File: config.mk
export PLATFORM = sky130hd
export DESIGN_NAME = size_aware_lru_cache_with_pins
export DESIGN_NICKNAME = d
export VERILOG_FILES = /design/src/rtl/salc_pkg.sv /design/src/rtl/salc_ram.sv /design/src/rtl/size_aware_lru_cache_with_pins.sv
export SDC_FILE = /design/constraint.sdc
export NUM_CORES = 2
export LEC_CHECK = 0
export ABC_AREA = 1
export BUFFER_PORTS_ARGS = -buffer_cell sky130_fd_sc_hd__buf_4
export CAP_MARGIN = 30
export CORE_MARGIN = 4
export CORE_UTILIZATION = 57
export CTS_CLUSTER_SIZE = 20
export DETAILED_ROUTE_END_ITERATION = 8
export PLACE_DENSITY_LB_ADDON = 0.15
export SLEW_MARGIN = 20
export SYNTH_ARGS = -nofsm -noshare
export SYNTH_HDL_FRONTEND = slang
export SYNTH_SLANG_ARGS = --single-unit
File: constraint.sdc
create_clock -name i_clk -period 8.2 [get_ports i_clk]
set_input_delay 0.82 -clock i_clk [delete_from_list [all_inputs] [get_ports i_clk]]
set_output_delay 0.82 -clock i_clk [all_outputs]
set_load 0.005 [all_outputs]
File: src/rtl/salc_pkg.sv
// Shared types and codes of the size-aware LRU object cache.
// No dependencies; used by salc_ram.sv and size_aware_lru_cache_with_pins.sv.
package salc_pkg;

    typedef enum logic [1:0] {
        ACT_LOOKUP  = 2'd0,
        ACT_INSERT  = 2'd1,
        ACT_RELEASE = 2'd2,
        ACT_NONE    = 2'd3
    } t_action;

    typedef enum logic [3:0] {
        ST_HIT          = 4'd0,
        ST_INSERTED     = 4'd1,
        ST_TOO_BIG      = 4'd2,
        ST_NO_ROOM      = 4'd3,
        ST_TABLE_FULL   = 4'd4,
        ST_RELEASED     = 4'd5,
        ST_RELEASE_MISS = 4'd6,
        ST_EVICTED      = 4'd7,
        ST_CACHE_OFF    = 4'd8
    } t_status;

    localparam int unsigned KEY_W  = 32;
    localparam int unsigned SIZE_W = 32;

    typedef struct packed {
        logic [KEY_W-1:0]  key;
        logic [SIZE_W-1:0] size;
    } t_slot;

endpackage

File: src/rtl/salc_ram.sv
// Simple dual-port synchronous RAM with one write and one registered read port.
// Uses salc_pkg only for the common import convention.
module salc_ram
    import salc_pkg::*;
#(
    parameter int unsigned DEPTH = 32,
    parameter int unsigned WIDTH = 8
) (
    input  logic                     i_clk,
    input  logic                     i_we,
    input  logic [$clog2(DEPTH)-1:0] i_waddr,
    input  logic [WIDTH-1:0]         i_wdata,
    input  logic [$clog2(DEPTH)-1:0] i_raddr,
    output logic [WIDTH-1:0]         o_rdata
);

    logic [WIDTH-1:0] mem [DEPTH];
    logic [WIDTH-1:0] r_rdata;

    // A read of the address being written returns the old contents.
    always_ff @(posedge i_clk) begin
        if (i_we) begin
            mem[i_waddr] <= i_wdata;
        end
        r_rdata <= mem[i_raddr];
    end

    assign o_rdata = r_rdata;

endmodule

File: src/rtl/size_aware_lru_cache_with_pins.sv
// Size-aware LRU object cache with pin counts; one item is worked on at a time.
// Steps: a lookup or release makes one pass over the recency list of n entries through
// the registered memory read chain; a hit or an insert adds a rebuild pass; an insert that
// evicts also adds a victim scan, then S_EV_A, S_EV_B and S_EV_C per rank for reporting
// and S_PICK to pick the free slot; eviction reports can be held by output stalls.
// Reset is synchronous and clears valid bits, pins, byte count and budget; no sweep.
// The next transfer is taken the cycle after the final result.
module size_aware_lru_cache_with_pins
    import salc_pkg::*;
#(
    parameter int unsigned ENTRIES  = 32,
    parameter int unsigned PIN_BITS = 8
) (
    input  logic        i_clk,
    input  logic        i_rst_n,
    input  logic        i_cfg_wr_en,
    input  logic [31:0] i_cfg_wr_data,
    input  logic        i_valid,
    output logic        o_stall,
    input  logic [1:0]  i_action,
    input  logic [31:0] i_object_key,
    input  logic [31:0] i_object_size,
    output logic        o_valid,
    input  logic        i_stall,
    output logic [3:0]  o_status,
    output logic [31:0] o_evicted_key,
    output logic [31:0] o_evicted_size,
    output logic [31:0] o_bytes_in_use,
    output logic        o_last
);

    localparam int unsigned IDXW = $clog2(ENTRIES);
    localparam int unsigned CW   = $clog2(ENTRIES + 1);

    typedef enum logic [3:0] {
        S_IDLE, S_FIND, S_DEC, S_VSCAN, S_EV_A, S_EV_B, S_EV_C, S_PICK, S_REB, S_FRONT,
        S_OUT
    } t_state;

    t_state r_state;

    logic [ENTRIES-1:0]  r_valid;
    logic [ENTRIES-1:0]  r_mark;
    logic [PIN_BITS-1:0] r_pins [ENTRIES];
    logic [CW-1:0]       r_n;
    logic [31:0]         r_used;
    logic [31:0]         r_cap;

    t_action             r_action;
    logic [31:0]         r_key;
    logic [31:0]         r_size;

    logic [CW-1:0]       r_rd;
    logic [CW-1:0]       r_left;
    logic [CW-1:0]       r_w;
    logic                r_p1;
    logic                r_p2;
    logic [IDXW-1:0]     r_p2_slot;
    logic                r_found;
    logic [IDXW-1:0]     r_hit_slot;
    logic [32:0]         r_total;
    logic                r_any_victim;
    logic [IDXW-1:0]     r_front;
    logic                r_ins;
    t_status             r_status;

    logic                r_o_valid;
    logic [3:0]          r_o_status;
    logic [31:0]         r_o_key;
    logic [31:0]         r_o_size;
    logic [31:0]         r_o_bytes;
    logic                r_o_last;

    logic                ord_we;
    logic [IDXW-1:0]     ord_wa;
    logic [IDXW-1:0]     ord_wd;
    logic [IDXW-1:0]     ord_q;
    logic                slot_we;
    logic [IDXW-1:0]     slot_ra;
    logic [$bits(t_slot)-1:0] slot_raw;
    t_slot               slot_q;
    t_slot               slot_wd;

    logic [IDXW-1:0]     free_idx;
    logic                can_load;
    logic                out_load;
    logic                pipe_done;
    logic                fits;
    logic [31:0]         used_drop;
    logic [32:0]         used_sum;

    // Recency list: entry at rank r holds the slot number of the r-th most recent object.
    salc_ram #(.DEPTH(ENTRIES), .WIDTH(IDXW)) u_order (
        .i_clk   (i_clk),
        .i_we    (ord_we),
        .i_waddr (ord_wa),
        .i_wdata (ord_wd),
        .i_raddr (r_rd[IDXW-1:0]),
        .o_rdata (ord_q)
    );

    salc_ram #(.DEPTH(ENTRIES), .WIDTH($bits(t_slot))) u_slot (
        .i_clk   (i_clk),
        .i_we    (slot_we),
        .i_waddr (r_front),
        .i_wdata (slot_wd),
        .i_raddr (slot_ra),
        .o_rdata (slot_raw)
    );

    assign slot_q       = t_slot'(slot_raw);
    assign slot_wd.key  = r_key;
    assign slot_wd.size = r_size;

    always_comb begin
        free_idx = '0;
        for (int i = ENTRIES - 1; i >= 0; i--) begin
            if (!r_valid[i]) begin
                free_idx = IDXW'(i);
            end
        end
    end

    // The rebuild pass compacts the list upward while reading ahead of the writes.
    always_comb begin
        ord_we  = 1'b0;
        ord_wa  = r_w[IDXW-1:0];
        ord_wd  = ord_q;
        if (r_state == S_REB && r_p1 && !r_mark[ord_q]) begin
            ord_we = 1'b1;
        end else if (r_state == S_FRONT) begin
            ord_we = 1'b1;
            ord_wa = '0;
            ord_wd = r_front;
        end
        slot_we = (r_state == S_FRONT) && r_ins;
        slot_ra = (r_state == S_EV_B || r_p1) ? ord_q : r_p2_slot;
    end

    assign can_load  = !r_o_valid || !i_stall;
    assign out_load  = can_load && ((r_state == S_OUT)
                                    || (r_state == S_EV_C && r_mark[r_p2_slot]));
    assign pipe_done = (r_left == '0) && !r_p1 && !r_p2;
    assign fits      = (r_used <= r_cap) && (r_size <= r_cap - r_used);
    assign used_drop = (slot_q.size <= r_used) ? r_used - slot_q.size : '0;
    assign used_sum  = {1'b0, r_used} + {1'b0, r_size};

    always_ff @(posedge i_clk) begin
        if (!i_rst_n) begin
            r_state   <= S_IDLE;
            r_valid   <= '0;
            r_mark    <= '0;
            r_n       <= '0;
            r_used    <= '0;
            r_cap     <= '0;
            r_p1      <= 1'b0;
            r_p2      <= 1'b0;
            r_o_valid <= 1'b0;
            for (int i = 0; i < ENTRIES; i++) begin
                r_pins[i] <= '0;
            end
        end else begin
            if (i_cfg_wr_en) begin
                r_cap <= i_cfg_wr_data;
            end
            if (r_o_valid && !i_stall && !out_load) begin
                r_o_valid <= 1'b0;
            end

            // Shared two-stage read pipeline for the list passes.
            r_p2      <= r_p1;
            r_p2_slot <= ord_q;
            if ((r_state == S_FIND || r_state == S_VSCAN || r_state == S_REB)
                    && r_left != '0) begin
                r_p1   <= 1'b1;
                r_left <= r_left - CW'(1);
                r_rd   <= (r_state == S_VSCAN) ? r_rd - CW'(1) : r_rd + CW'(1);
            end else begin
                r_p1 <= 1'b0;
            end

            unique case (r_state)
                S_IDLE: begin
                    if (i_valid) begin
                        r_action <= t_action'(i_action);
                        r_key    <= i_object_key;
                        r_size   <= i_object_size;
                        if (t_action'(i_action) == ACT_NONE) begin
                            r_state <= S_IDLE;
                        end else if (r_cap == '0) begin
                            r_status <= ST_CACHE_OFF;
                            r_state  <= S_OUT;
                        end else begin
                            r_rd    <= '0;
                            r_left  <= r_n;
                            r_found <= 1'b0;
                            r_state <= S_FIND;
                        end
                    end
                end
                S_FIND: begin
                    if (r_p2 && slot_q.key == r_key) begin
                        r_found    <= 1'b1;
                        r_hit_slot <= r_p2_slot;
                    end
                    if (pipe_done) begin
                        r_state <= S_DEC;
                    end
                end
                S_DEC: begin
                    if (r_found && r_action != ACT_RELEASE) begin
                        if (r_pins[r_hit_slot] != '1) begin
                            r_pins[r_hit_slot] <= r_pins[r_hit_slot] + PIN_BITS'(1);
                        end
                        r_mark[r_hit_slot] <= 1'b1;
                        r_front  <= r_hit_slot;
                        r_ins    <= 1'b0;
                        r_status <= ST_HIT;
                        r_rd     <= '0;
                        r_left   <= r_n;
                        r_w      <= CW'(1);
                        r_state  <= S_REB;
                    end else if (r_action == ACT_RELEASE) begin
                        if (r_found) begin
                            if (r_pins[r_hit_slot] != '0) begin
                                r_pins[r_hit_slot] <= r_pins[r_hit_slot] - PIN_BITS'(1);
                            end
                            r_status <= ST_RELEASED;
                        end else begin
                            r_status <= ST_RELEASE_MISS;
                        end
                        r_state <= S_OUT;
                    end else if (r_action == ACT_LOOKUP) begin
                        r_status <= ST_RELEASE_MISS;
                        r_state  <= S_OUT;
                    end else if (r_size > r_cap) begin
                        r_status <= ST_TOO_BIG;
                        r_state  <= S_OUT;
                    end else if (fits) begin
                        if (r_n == CW'(ENTRIES)) begin
                            r_status <= ST_TABLE_FULL;
                            r_state  <= S_OUT;
                        end else begin
                            r_front  <= free_idx;
                            r_ins    <= 1'b1;
                            r_status <= ST_INSERTED;
                            r_rd     <= '0;
                            r_left   <= r_n;
                            r_w      <= CW'(1);
                            r_state  <= S_REB;
                        end
                    end else begin
                        r_rd         <= r_n - CW'(1);
                        r_left       <= r_n;
                        r_total      <= '0;
                        r_any_victim <= 1'b0;
                        r_state      <= S_VSCAN;
                    end
                end
                S_VSCAN: begin
                    // Victims are taken from the least recent end until the sizes cover
                    // the new object; later reads in flight are ignored.
                    if (r_p2 && r_total < {1'b0, r_size} && r_pins[r_p2_slot] == '0) begin
                        r_mark[r_p2_slot] <= 1'b1;
                        r_total           <= r_total + {1'b0, slot_q.size};
                        r_any_victim      <= 1'b1;
                    end
                    if (pipe_done) begin
                        if (r_total < {1'b0, r_size}) begin
                            r_mark   <= '0;
                            r_status <= ST_NO_ROOM;
                            r_state  <= S_OUT;
                        end else if (r_any_victim) begin
                            r_rd    <= r_n - CW'(1);
                            r_left  <= r_n;
                            r_state <= S_EV_A;
                        end else if (r_n == CW'(ENTRIES)) begin
                            r_status <= ST_TABLE_FULL;
                            r_state  <= S_OUT;
                        end else begin
                            r_front  <= free_idx;
                            r_ins    <= 1'b1;
                            r_status <= ST_INSERTED;
                            r_rd     <= '0;
                            r_left   <= r_n;
                            r_w      <= CW'(1);
                            r_state  <= S_REB;
                        end
                    end
                end
                S_EV_A: begin
                    r_state <= S_EV_B;
                end
                S_EV_B: begin
                    r_state <= S_EV_C;
                end
                S_EV_C: begin
                    if (!r_mark[r_p2_slot] || can_load) begin
                        if (r_mark[r_p2_slot]) begin
                            r_o_valid  <= 1'b1;
                            r_o_status <= ST_EVICTED;
                            r_o_key    <= slot_q.key;
                            r_o_size   <= slot_q.size;
                            r_o_bytes  <= used_drop;
                            r_o_last   <= 1'b0;
                            r_used     <= used_drop;
                            r_valid[r_p2_slot] <= 1'b0;
                            r_pins[r_p2_slot]  <= '0;
                        end
                        r_left <= r_left - CW'(1);
                        r_rd   <= r_rd - CW'(1);
                        if (r_left == CW'(1)) begin
                            r_state <= S_PICK;
                        end else begin
                            r_state <= S_EV_A;
                        end
                    end
                end
                S_PICK: begin
                    // The victims have left the table, so the lowest free slot is settled.
                    r_front  <= free_idx;
                    r_ins    <= 1'b1;
                    r_status <= ST_INSERTED;
                    r_rd     <= '0;
                    r_left   <= r_n;
                    r_w      <= CW'(1);
                    r_state  <= S_REB;
                end
                S_REB: begin
                    if (r_p1 && !r_mark[ord_q]) begin
                        r_w <= r_w + CW'(1);
                    end
                    if (pipe_done) begin
                        r_state <= S_FRONT;
                    end
                end
                S_FRONT: begin
                    r_mark <= '0;
                    r_n    <= r_w;
                    if (r_ins) begin
                        r_valid[r_front] <= 1'b1;
                        r_pins[r_front]  <= PIN_BITS'(1);
                        r_used <= used_sum[32] ? '1 : used_sum[31:0];
                    end
                    r_state <= S_OUT;
                end
                S_OUT: begin
                    if (can_load) begin
                        r_o_valid  <= 1'b1;
                        r_o_status <= r_status;
                        r_o_key    <= '0;
                        r_o_size   <= '0;
                        r_o_bytes  <= r_used;
                        r_o_last   <= 1'b1;
                        r_state    <= S_IDLE;
                    end
                end
                default: begin
                    r_state <= S_IDLE;
                end
            endcase
        end
    end

    assign o_stall        = (r_state != S_IDLE);
    assign o_valid        = r_o_valid;
    assign o_status       = r_o_status;
    assign o_evicted_key  = r_o_key;
    assign o_evicted_size = r_o_size;
    assign o_bytes_in_use = r_o_bytes;
    assign o_last         = r_o_last;

`ifndef SYNTHESIS
    a_count_bound: assert property (@(posedge i_clk) disable iff (!i_rst_n)
        r_n <= CW'(ENTRIES))
        else $error("entry count exceeds table size");

    a_count_valid: assert property (@(posedge i_clk) disable iff (!i_rst_n)
        (r_state == S_IDLE) |-> ($countones(r_valid) == int'(r_n)))
        else $error("valid bits disagree with entry count");

    a_marks_clear: assert property (@(posedge i_clk) disable iff (!i_rst_n)
        (r_state == S_IDLE) |-> (r_mark == '0))
        else $error("victim marks left set after an item");
`endif

endmodule
# Word level (Yosys, flattened, before mapping)
# Memory sizes are Yosys's and may differ from the RTL's. A register that Yosys moved wholly into a read port is not among the register bits.
# Cells that the tools add are included.
dict set report word_totals {
  reg_bits 381
  latchBits 0
  ram_bits 2464
  romBits 0
  in_bits 103
  output_inout_bits 103
  elab_cells 405
  mem_count 3
}
# name words width rd rd_clocked_by_memory_dff write_ports line_no
set mem_list {}
lappend mem_list {u_slot.mem 32 64 1 1 1 salc_ram.sv:17} ;# logic [WIDTH-1:0] mem [DEPTH];
lappend mem_list {r_pins 32 8 2 2 32 size_aware_lru_cache_with_pins.sv:44} ;# logic [PIN_BITS-1:0] r_pins [ENTRIES];
lappend mem_list {u_order.mem 32 5 1 1 1 salc_ram.sv:17}
dict set report classes {
  addsub 11
  n_mul 0
  div_mod_pow 0
  order_cmp 12
  eq_ne 45
  shift 0
  muxes 238
  n_bitwise 6
  n_reduce_logical 62
}
# op count
set ops {}
lappend ops {{32-bit two-way mux} 18}
lappend ops {{32-bit one-hot mux with 2 select lines} 5}
lappend ops {{5-bit two-way mux} 51}
lappend ops {{6-bit two-way mux} 39}
lappend ops {{33-bit two-way mux} 6}
lappend ops {{4-bit two-way mux} 29}
lappend ops {{32-bit <= comparator} 3}
lappend ops {{32-bit OR} 3}
lappend ops {{32-bit one-hot mux with 3 select lines} 1}
lappend ops {{33-bit one-hot mux with 2 select lines} 1}
lappend ops {{32-bit subtractor} 2}
lappend ops {{1-bit two-way mux} 63}
lappend ops {{6-bit one-hot mux with 5 select lines} 2}
lappend ops {{4-bit one-hot mux with 11 select lines} 1}
lappend ops {{2-bit inequality test, second input constant} 18}
lappend ops {{32-bit by 32-bit adder with 33-bit output} 1}
lappend ops {{33-bit by 32-bit adder with 33-bit output} 1}
lappend ops {{33-bit by 32-bit < comparator with 1-bit output} 1}
lappend ops {{32-bit bitwise AND} 1}
lappend ops {{32-bit == test} 1}
lappend ops {{32-bit > comparator} 1}
lappend ops {{32-bit logical NOT} 1}
lappend ops {{8-bit two-way mux} 4}
lappend ops {{32-bit inverter} 1}
lappend ops {{other kinds (50)} 120}

# Depth between registers and ports, before layout
dict set report logic_depth {
  word_depth 39
  ltp_mapped 35
  depth_no_buf 35
}

# Modules after synthesis
# A second synthesis with hierarchy kept.
dict set report hier_totals {
  cells_unflattened 12152
  area_unflattened_um2 129528.0
}
# module instances cells_each area_per_inst_um2 seq_area_each_um2
set modules_own_cells {}
lappend modules_own_cells {{salc_ram (u_slot)} 1 6768 83022.1 62780.2}
lappend modules_own_cells {size_aware_lru_cache_with_pins 1 4789 39709.3 17887.2}
lappend modules_own_cells {{salc_ram (u_order)} 1 595 6796.5 4904.7}

# Least setup slack after synthesis
# OpenSTA, ideal clock, no wires.
dict set report synth_timing {
  path_type {register to register}
  startpoint {reg r_state[3]}
  endpoint {mem u_slot.mem[13][0] (netlist bit), enable pin}
  setup_ps 644
  t_arrival_ps 7387
  required_time_ps 7556
  path_slack_ps 170
  stages_incl_launch_ff 9
  n_path_buf 2
  period_less_slack_ps 8030
  cell_sequence {dfxtp_1 > inv_2 > nor2_1 > inv_1 > nor2_2 > inv_2 > clkbuf_1 > clkbuf_1 > nor4_1}
}
dict set report synth_between {
  elab_chain_len 4
}
# element line_no
set synth_lines {}
lappend synth_lines {{from (decl)} size_aware_lru_cache_with_pins.sv:40} ;# t_state r_state;
lappend synth_lines {{from (signal assigned)} size_aware_lru_cache_with_pins.sv:150} ;# r_state <= S_IDLE;
lappend synth_lines {{from (signal assigned)} size_aware_lru_cache_with_pins.sv:189} ;# r_state <= S_IDLE;
lappend synth_lines {{from (signal assigned)} size_aware_lru_cache_with_pins.sv:192} ;# r_state <= S_OUT;
lappend synth_lines {{4-bit == test} size_aware_lru_cache_with_pins.sv:136} ;# slot_we = (r_state == S_FRONT) && r_ins;
lappend synth_lines {{1-bit logical AND} size_aware_lru_cache_with_pins.sv:136}
lappend synth_lines {{1-bit two-way mux} salc_ram.sv:22} ;# if (i_we) begin
lappend synth_lines {{1-bit two-way mux (not written as such)} salc_ram.sv:23} ;# mem[i_waddr] <= i_wdata;
lappend synth_lines {{to (decl)} salc_ram.sv:17}
# No other way between the ends.

# Worst setup path in the final report
dict set report layout_timing {
  startpoint {reg r_used[1]}
  endpoint {reg r_total[28], enable pin}
}
dict set report layout_between {
  elab_chain_len 5
  elab_cells_between_ends 6
  cone_classes {1 x add/sub; 2 x order compare; 1 x eq/ne; 2 x reduce/logical}
}
# element line_no
set layout_lines {}
lappend layout_lines {{from (decl)} size_aware_lru_cache_with_pins.sv:46} ;# logic [31:0] r_used;
lappend layout_lines {{from (signal assigned)} size_aware_lru_cache_with_pins.sv:306} ;# r_used <= used_drop;
lappend layout_lines {{from (signal assigned)} size_aware_lru_cache_with_pins.sv:343} ;# r_used <= used_sum[32] ? '1 : used_sum[31:0];
lappend layout_lines {{32-bit subtractor} size_aware_lru_cache_with_pins.sv:144} ;# assign fits = (r_used <= r_cap) && (r_size <= r_cap - r_used);
lappend layout_lines {{32-bit <= comparator} size_aware_lru_cache_with_pins.sv:144}
lappend layout_lines {{1-bit logical AND *} size_aware_lru_cache_with_pins.sv:144}
lappend layout_lines {{2-bit inequality test (no source line) *} --}
lappend layout_lines {{8-bit AND reduction (no source line) *} --}
lappend layout_lines {{to (signal assigned)} size_aware_lru_cache_with_pins.sv:265} ;# r_total <= r_total + {1'b0, slot_q.size};
lappend layout_lines {{to (decl)} size_aware_lru_cache_with_pins.sv:61} ;# logic [32:0] r_total;
# Mark *: on every way between the ends. The rest lies on a longest branch, timed or not.
# A chain may end at the register's enable or synchronous reset.

==> impl_metrics.csv <==
group,metric,value,unit
global_route,antenna_found_initial,9,
sta,hold_ws,0.06131,ns
finish,area_growth,12.07,%
placed_design,dpl.cell_count,13980,
critical_path,cp-end-kind,"flop",
synthesis,netlist.area_leader.share,0.6405,
synthesis,synth.avg_cell_area,11.24,sq um
finish,drive_gt1_frac,0.08896,
floorplan,fp.dieW,479.5,microns
synthesis,syn-cell-area,126700,sq um
pwr,total_power,44.53,mW
global_route,grt_overflow,0,
run,maxCapViolations,0,
drt,vias,92990,
drt,final_antenna_net_count,0,
synthesis,synthArstFlopShare,0,
synthesis,synth_edf_count,2703,
floorplan,rows,172,
worst_hold_path,hold_path_depth,1,
sta,setup_viol,0,
clock_tree,path_clk_slew,0.06,ns
sta,min_period,6.878,ns
critical_path,crit_path_start_kind,"flop",
finish,layoutNonFillerInstCount,14560,
drt,drc_errors,0,
critical_path,slowest_stage,"nor4_1",
placed_design,dp_slack,1.328,ns
finish,fillers,16820,
clock_tree,clockBufferDepth,4,
worst_hold_path,hold_class,"primary input to flop",
drt,viasPerCell,6.386,
critical_path,worstSetupPathType,"flop to flop",
critical_path,cp.required,8.74,ns
clock_tree,cts_max_level,5,
sta,setup_ws,1.322,ns
synthesis,ys_seq_area_frac,0.6752,
pwr,p_leak,48.98,nW
synthesis,synth_nets,11620,
pwr,p_per_area,313.5,nW/um^2
sta,maxSlewViolCount,0,
drt,drtIter0Drc,13270,
synthesis,ys_types,71,
synthesis,yosysWarnings,0,
finish,final_cell_mix,"2,703 x edfxtp_1, 2,030 x nor2_1, 1,793 x o21ai_0",
synthesis,yosys.area.top_type,"edfxtp_1",
synthesis,ys_seq_elements,2923,
floorplan,core,220400,sq um
finish,mostFrequentLayoutCell,"edfxtp_1",
placed_design,io_buffers,205,
clock_tree,cts_hold_buffers,15,
sta,rsz0062_at_grt,"false",
drt,drtPass1Iterations,9,
global_route,grt_max_degree,247,
critical_path,arrival,7.42,ns
clock_tree,post_cts_buffers,0,
global_route,grt_use_total,0.3265,
placed_design,dp_hpwl,215.7,mm
sta,worst_pin_slew,1.236,ns
critical_path,r2r_cells,30,
drt,drt-wirelength-per-cell,26.52,microns
finish,seq_area,85570,sq um
sta,totalNegativeSetupSlack,0,ns
sta,skew,0.09442,ns
clock_tree,clk_latency,0.96,ns
drt,drt-total-wl,386.2,mm
synthesis,synth_flop_cell,"edfxtp_1",
sta,hold_violations,0,
sta,relSlewSlack,0.1763,
run_status,outcome,"finished clean",
clock_tree,cts_resized,0,
floorplan,num_io_pins,206,
synthesis,syn_inst,11280,
critical_path,critPathMaxFanout,34,
placed_design,gp_congestion,0.9478,
floorplan,die_h,479.5,microns
pwr,ir_drop,295.5,uV
global_route,grt_pass1_wl,565.4,mm
clock_tree,cts_buffers,318,
sta,period_share,0.8388,
floorplan,design.die.area,229900,sq um
sta,max_freq,0.1454,GHz
global_route,grt_pass1_vias,87510,
finish,fin_nets,11720,
clock_tree,cts.sinks,2923,
clock_tree,cts_tree,"built",
floorplan,start_util,0.5751,
clock_tree,clockRootBuffer,"clkbuf_16",
finish,multi_input_area,37000,sq um
synthesis,synthTopCellsByArea,"edfxtp_1 64%, o21ai_0 7.1%, nor2_1 6.1%",
critical_path,max_stage_delay,0.50,ns
==> layout make-up <==
type / instances / share of cell area
Tap cell: 2958 / 0.02606
Timing Repair Buffer: 443 / 0.02782
Clock buffer: 425 / 0.06123
Inverter: 526 / 0.01414
Clock inverter: 125 / 0.007700
Sequential cell: 2923 / 0.6025
Antenna cell: 2 / 0.00003524
Multi-Input combinational cell: 7159 / 0.2605
==> registers in the layout, indices dropped and copies added (netlist names), 6 cells and up, named ones only <==
signal and count:
r_w 6, o_bytes_in_use 32, u_slot.mem 2048, r_total 33, r_used 32, r_pins 256, r_valid 32, r_n 6
r_key 32, r_size 32, r_mark 32, o_evicted_key 32, r_cap 32, u_order.mem 160, o_evicted_size 32, u_slot.o_rdata 64
r_left 6
==> path summary, 6_finish.rpt <==
path / slack [ns] / from / end
setup reg to reg: 1.32 / r_used[1]$_SDFFE_PN0P_ / r_total[28]$_SDFFCE_PN0P_
setup / recovery: 1.32 / r_used[1]$_SDFFE_PN0P_ / r_total[28]$_SDFFCE_PN0P_
hold reg to reg: 0.48 / r_valid[13]$_SDFFE_PN0P_ / r_valid[13]$_SDFFE_PN0P_
hold / removal: 0.06 / i_object_key[17] / r_key[17]$_DFFE_PP_
==> cell usage after synthesis, drive strengths merged (11+ instances only) <==
cell     instances
xnor2           42
o221ai          50
nor3            81
or4             11
o2111ai         11
or2             31
dfxtp          220
edfxtp        2703
o22ai          711
buf             63
xor2            56
o21a            30
o21bai          16
a22oi           11
o211ai          46
nor2          2070
nor4            62
o31ai           32
o21ai         1916
a21boi          13
a21oi          449
a211oi          16
nand2          962
clkbuf         607
ha             236
inv            520
a31oi           31
nand4           51
nand3          156
==> cells by family after synthesis <==
kind of cell / count (synthesis) / synth area share
simple gates: 3428 / 0.1091
compound gates: 3392 / 0.1488
flops: 2923 / 0.6752
buf+inv: 1196 / 0.03602
fa+ha+maj: 241 / 0.02409
xor+xnor: 98 / 0.006773
==> stage by stage <==
| step | area [sq um] | utilization |
|---|---|---|
| after detailed placement | 131800 | 0.5982 |
| after global routing | 142000 | 0.6445 |
| after global placement | 131600 | 0.5971 |
| final | 142000 | 0.6445 |
| after floorplan | 126700 | - |
| after CTS | 141800 | 0.6434 |
==> layer usage <==
metal  global-route usage  part of all wire  wire, microns  vias up
li1                     -                 -              -    41220
met1               0.4496              0.39         149200    45350
met2               0.5194              0.46         179100     5481
met3              0.06069              0.11          41360      941
met4               0.1276             0.043          16500        2
met5                    0          0.000034             13        -
==> critical path: cells and delay by family, from the launching register on <==
family                     cells  cell delay [ns]
xor gates and xnor gates       1             0.15
DFF                            1             0.46
and+or+nand+nor                8             1.69
adders and majority gates      2             0.65
AOI/OAI and AO/OA             14             2.47
buffers and inverters          5             1.03
==> report_power, final <==
part | switching [mW] | internal, mW | leakage (nW)
Combinational | 9.43 | 3.71 | 17.6
Clock | 5.66 | 7.97 | 4.78
Sequential | 0.555 | 17.2 | 26.6
Total | 15.6 | 28.9 | 49.0
(Power assumes the default switching activity.)
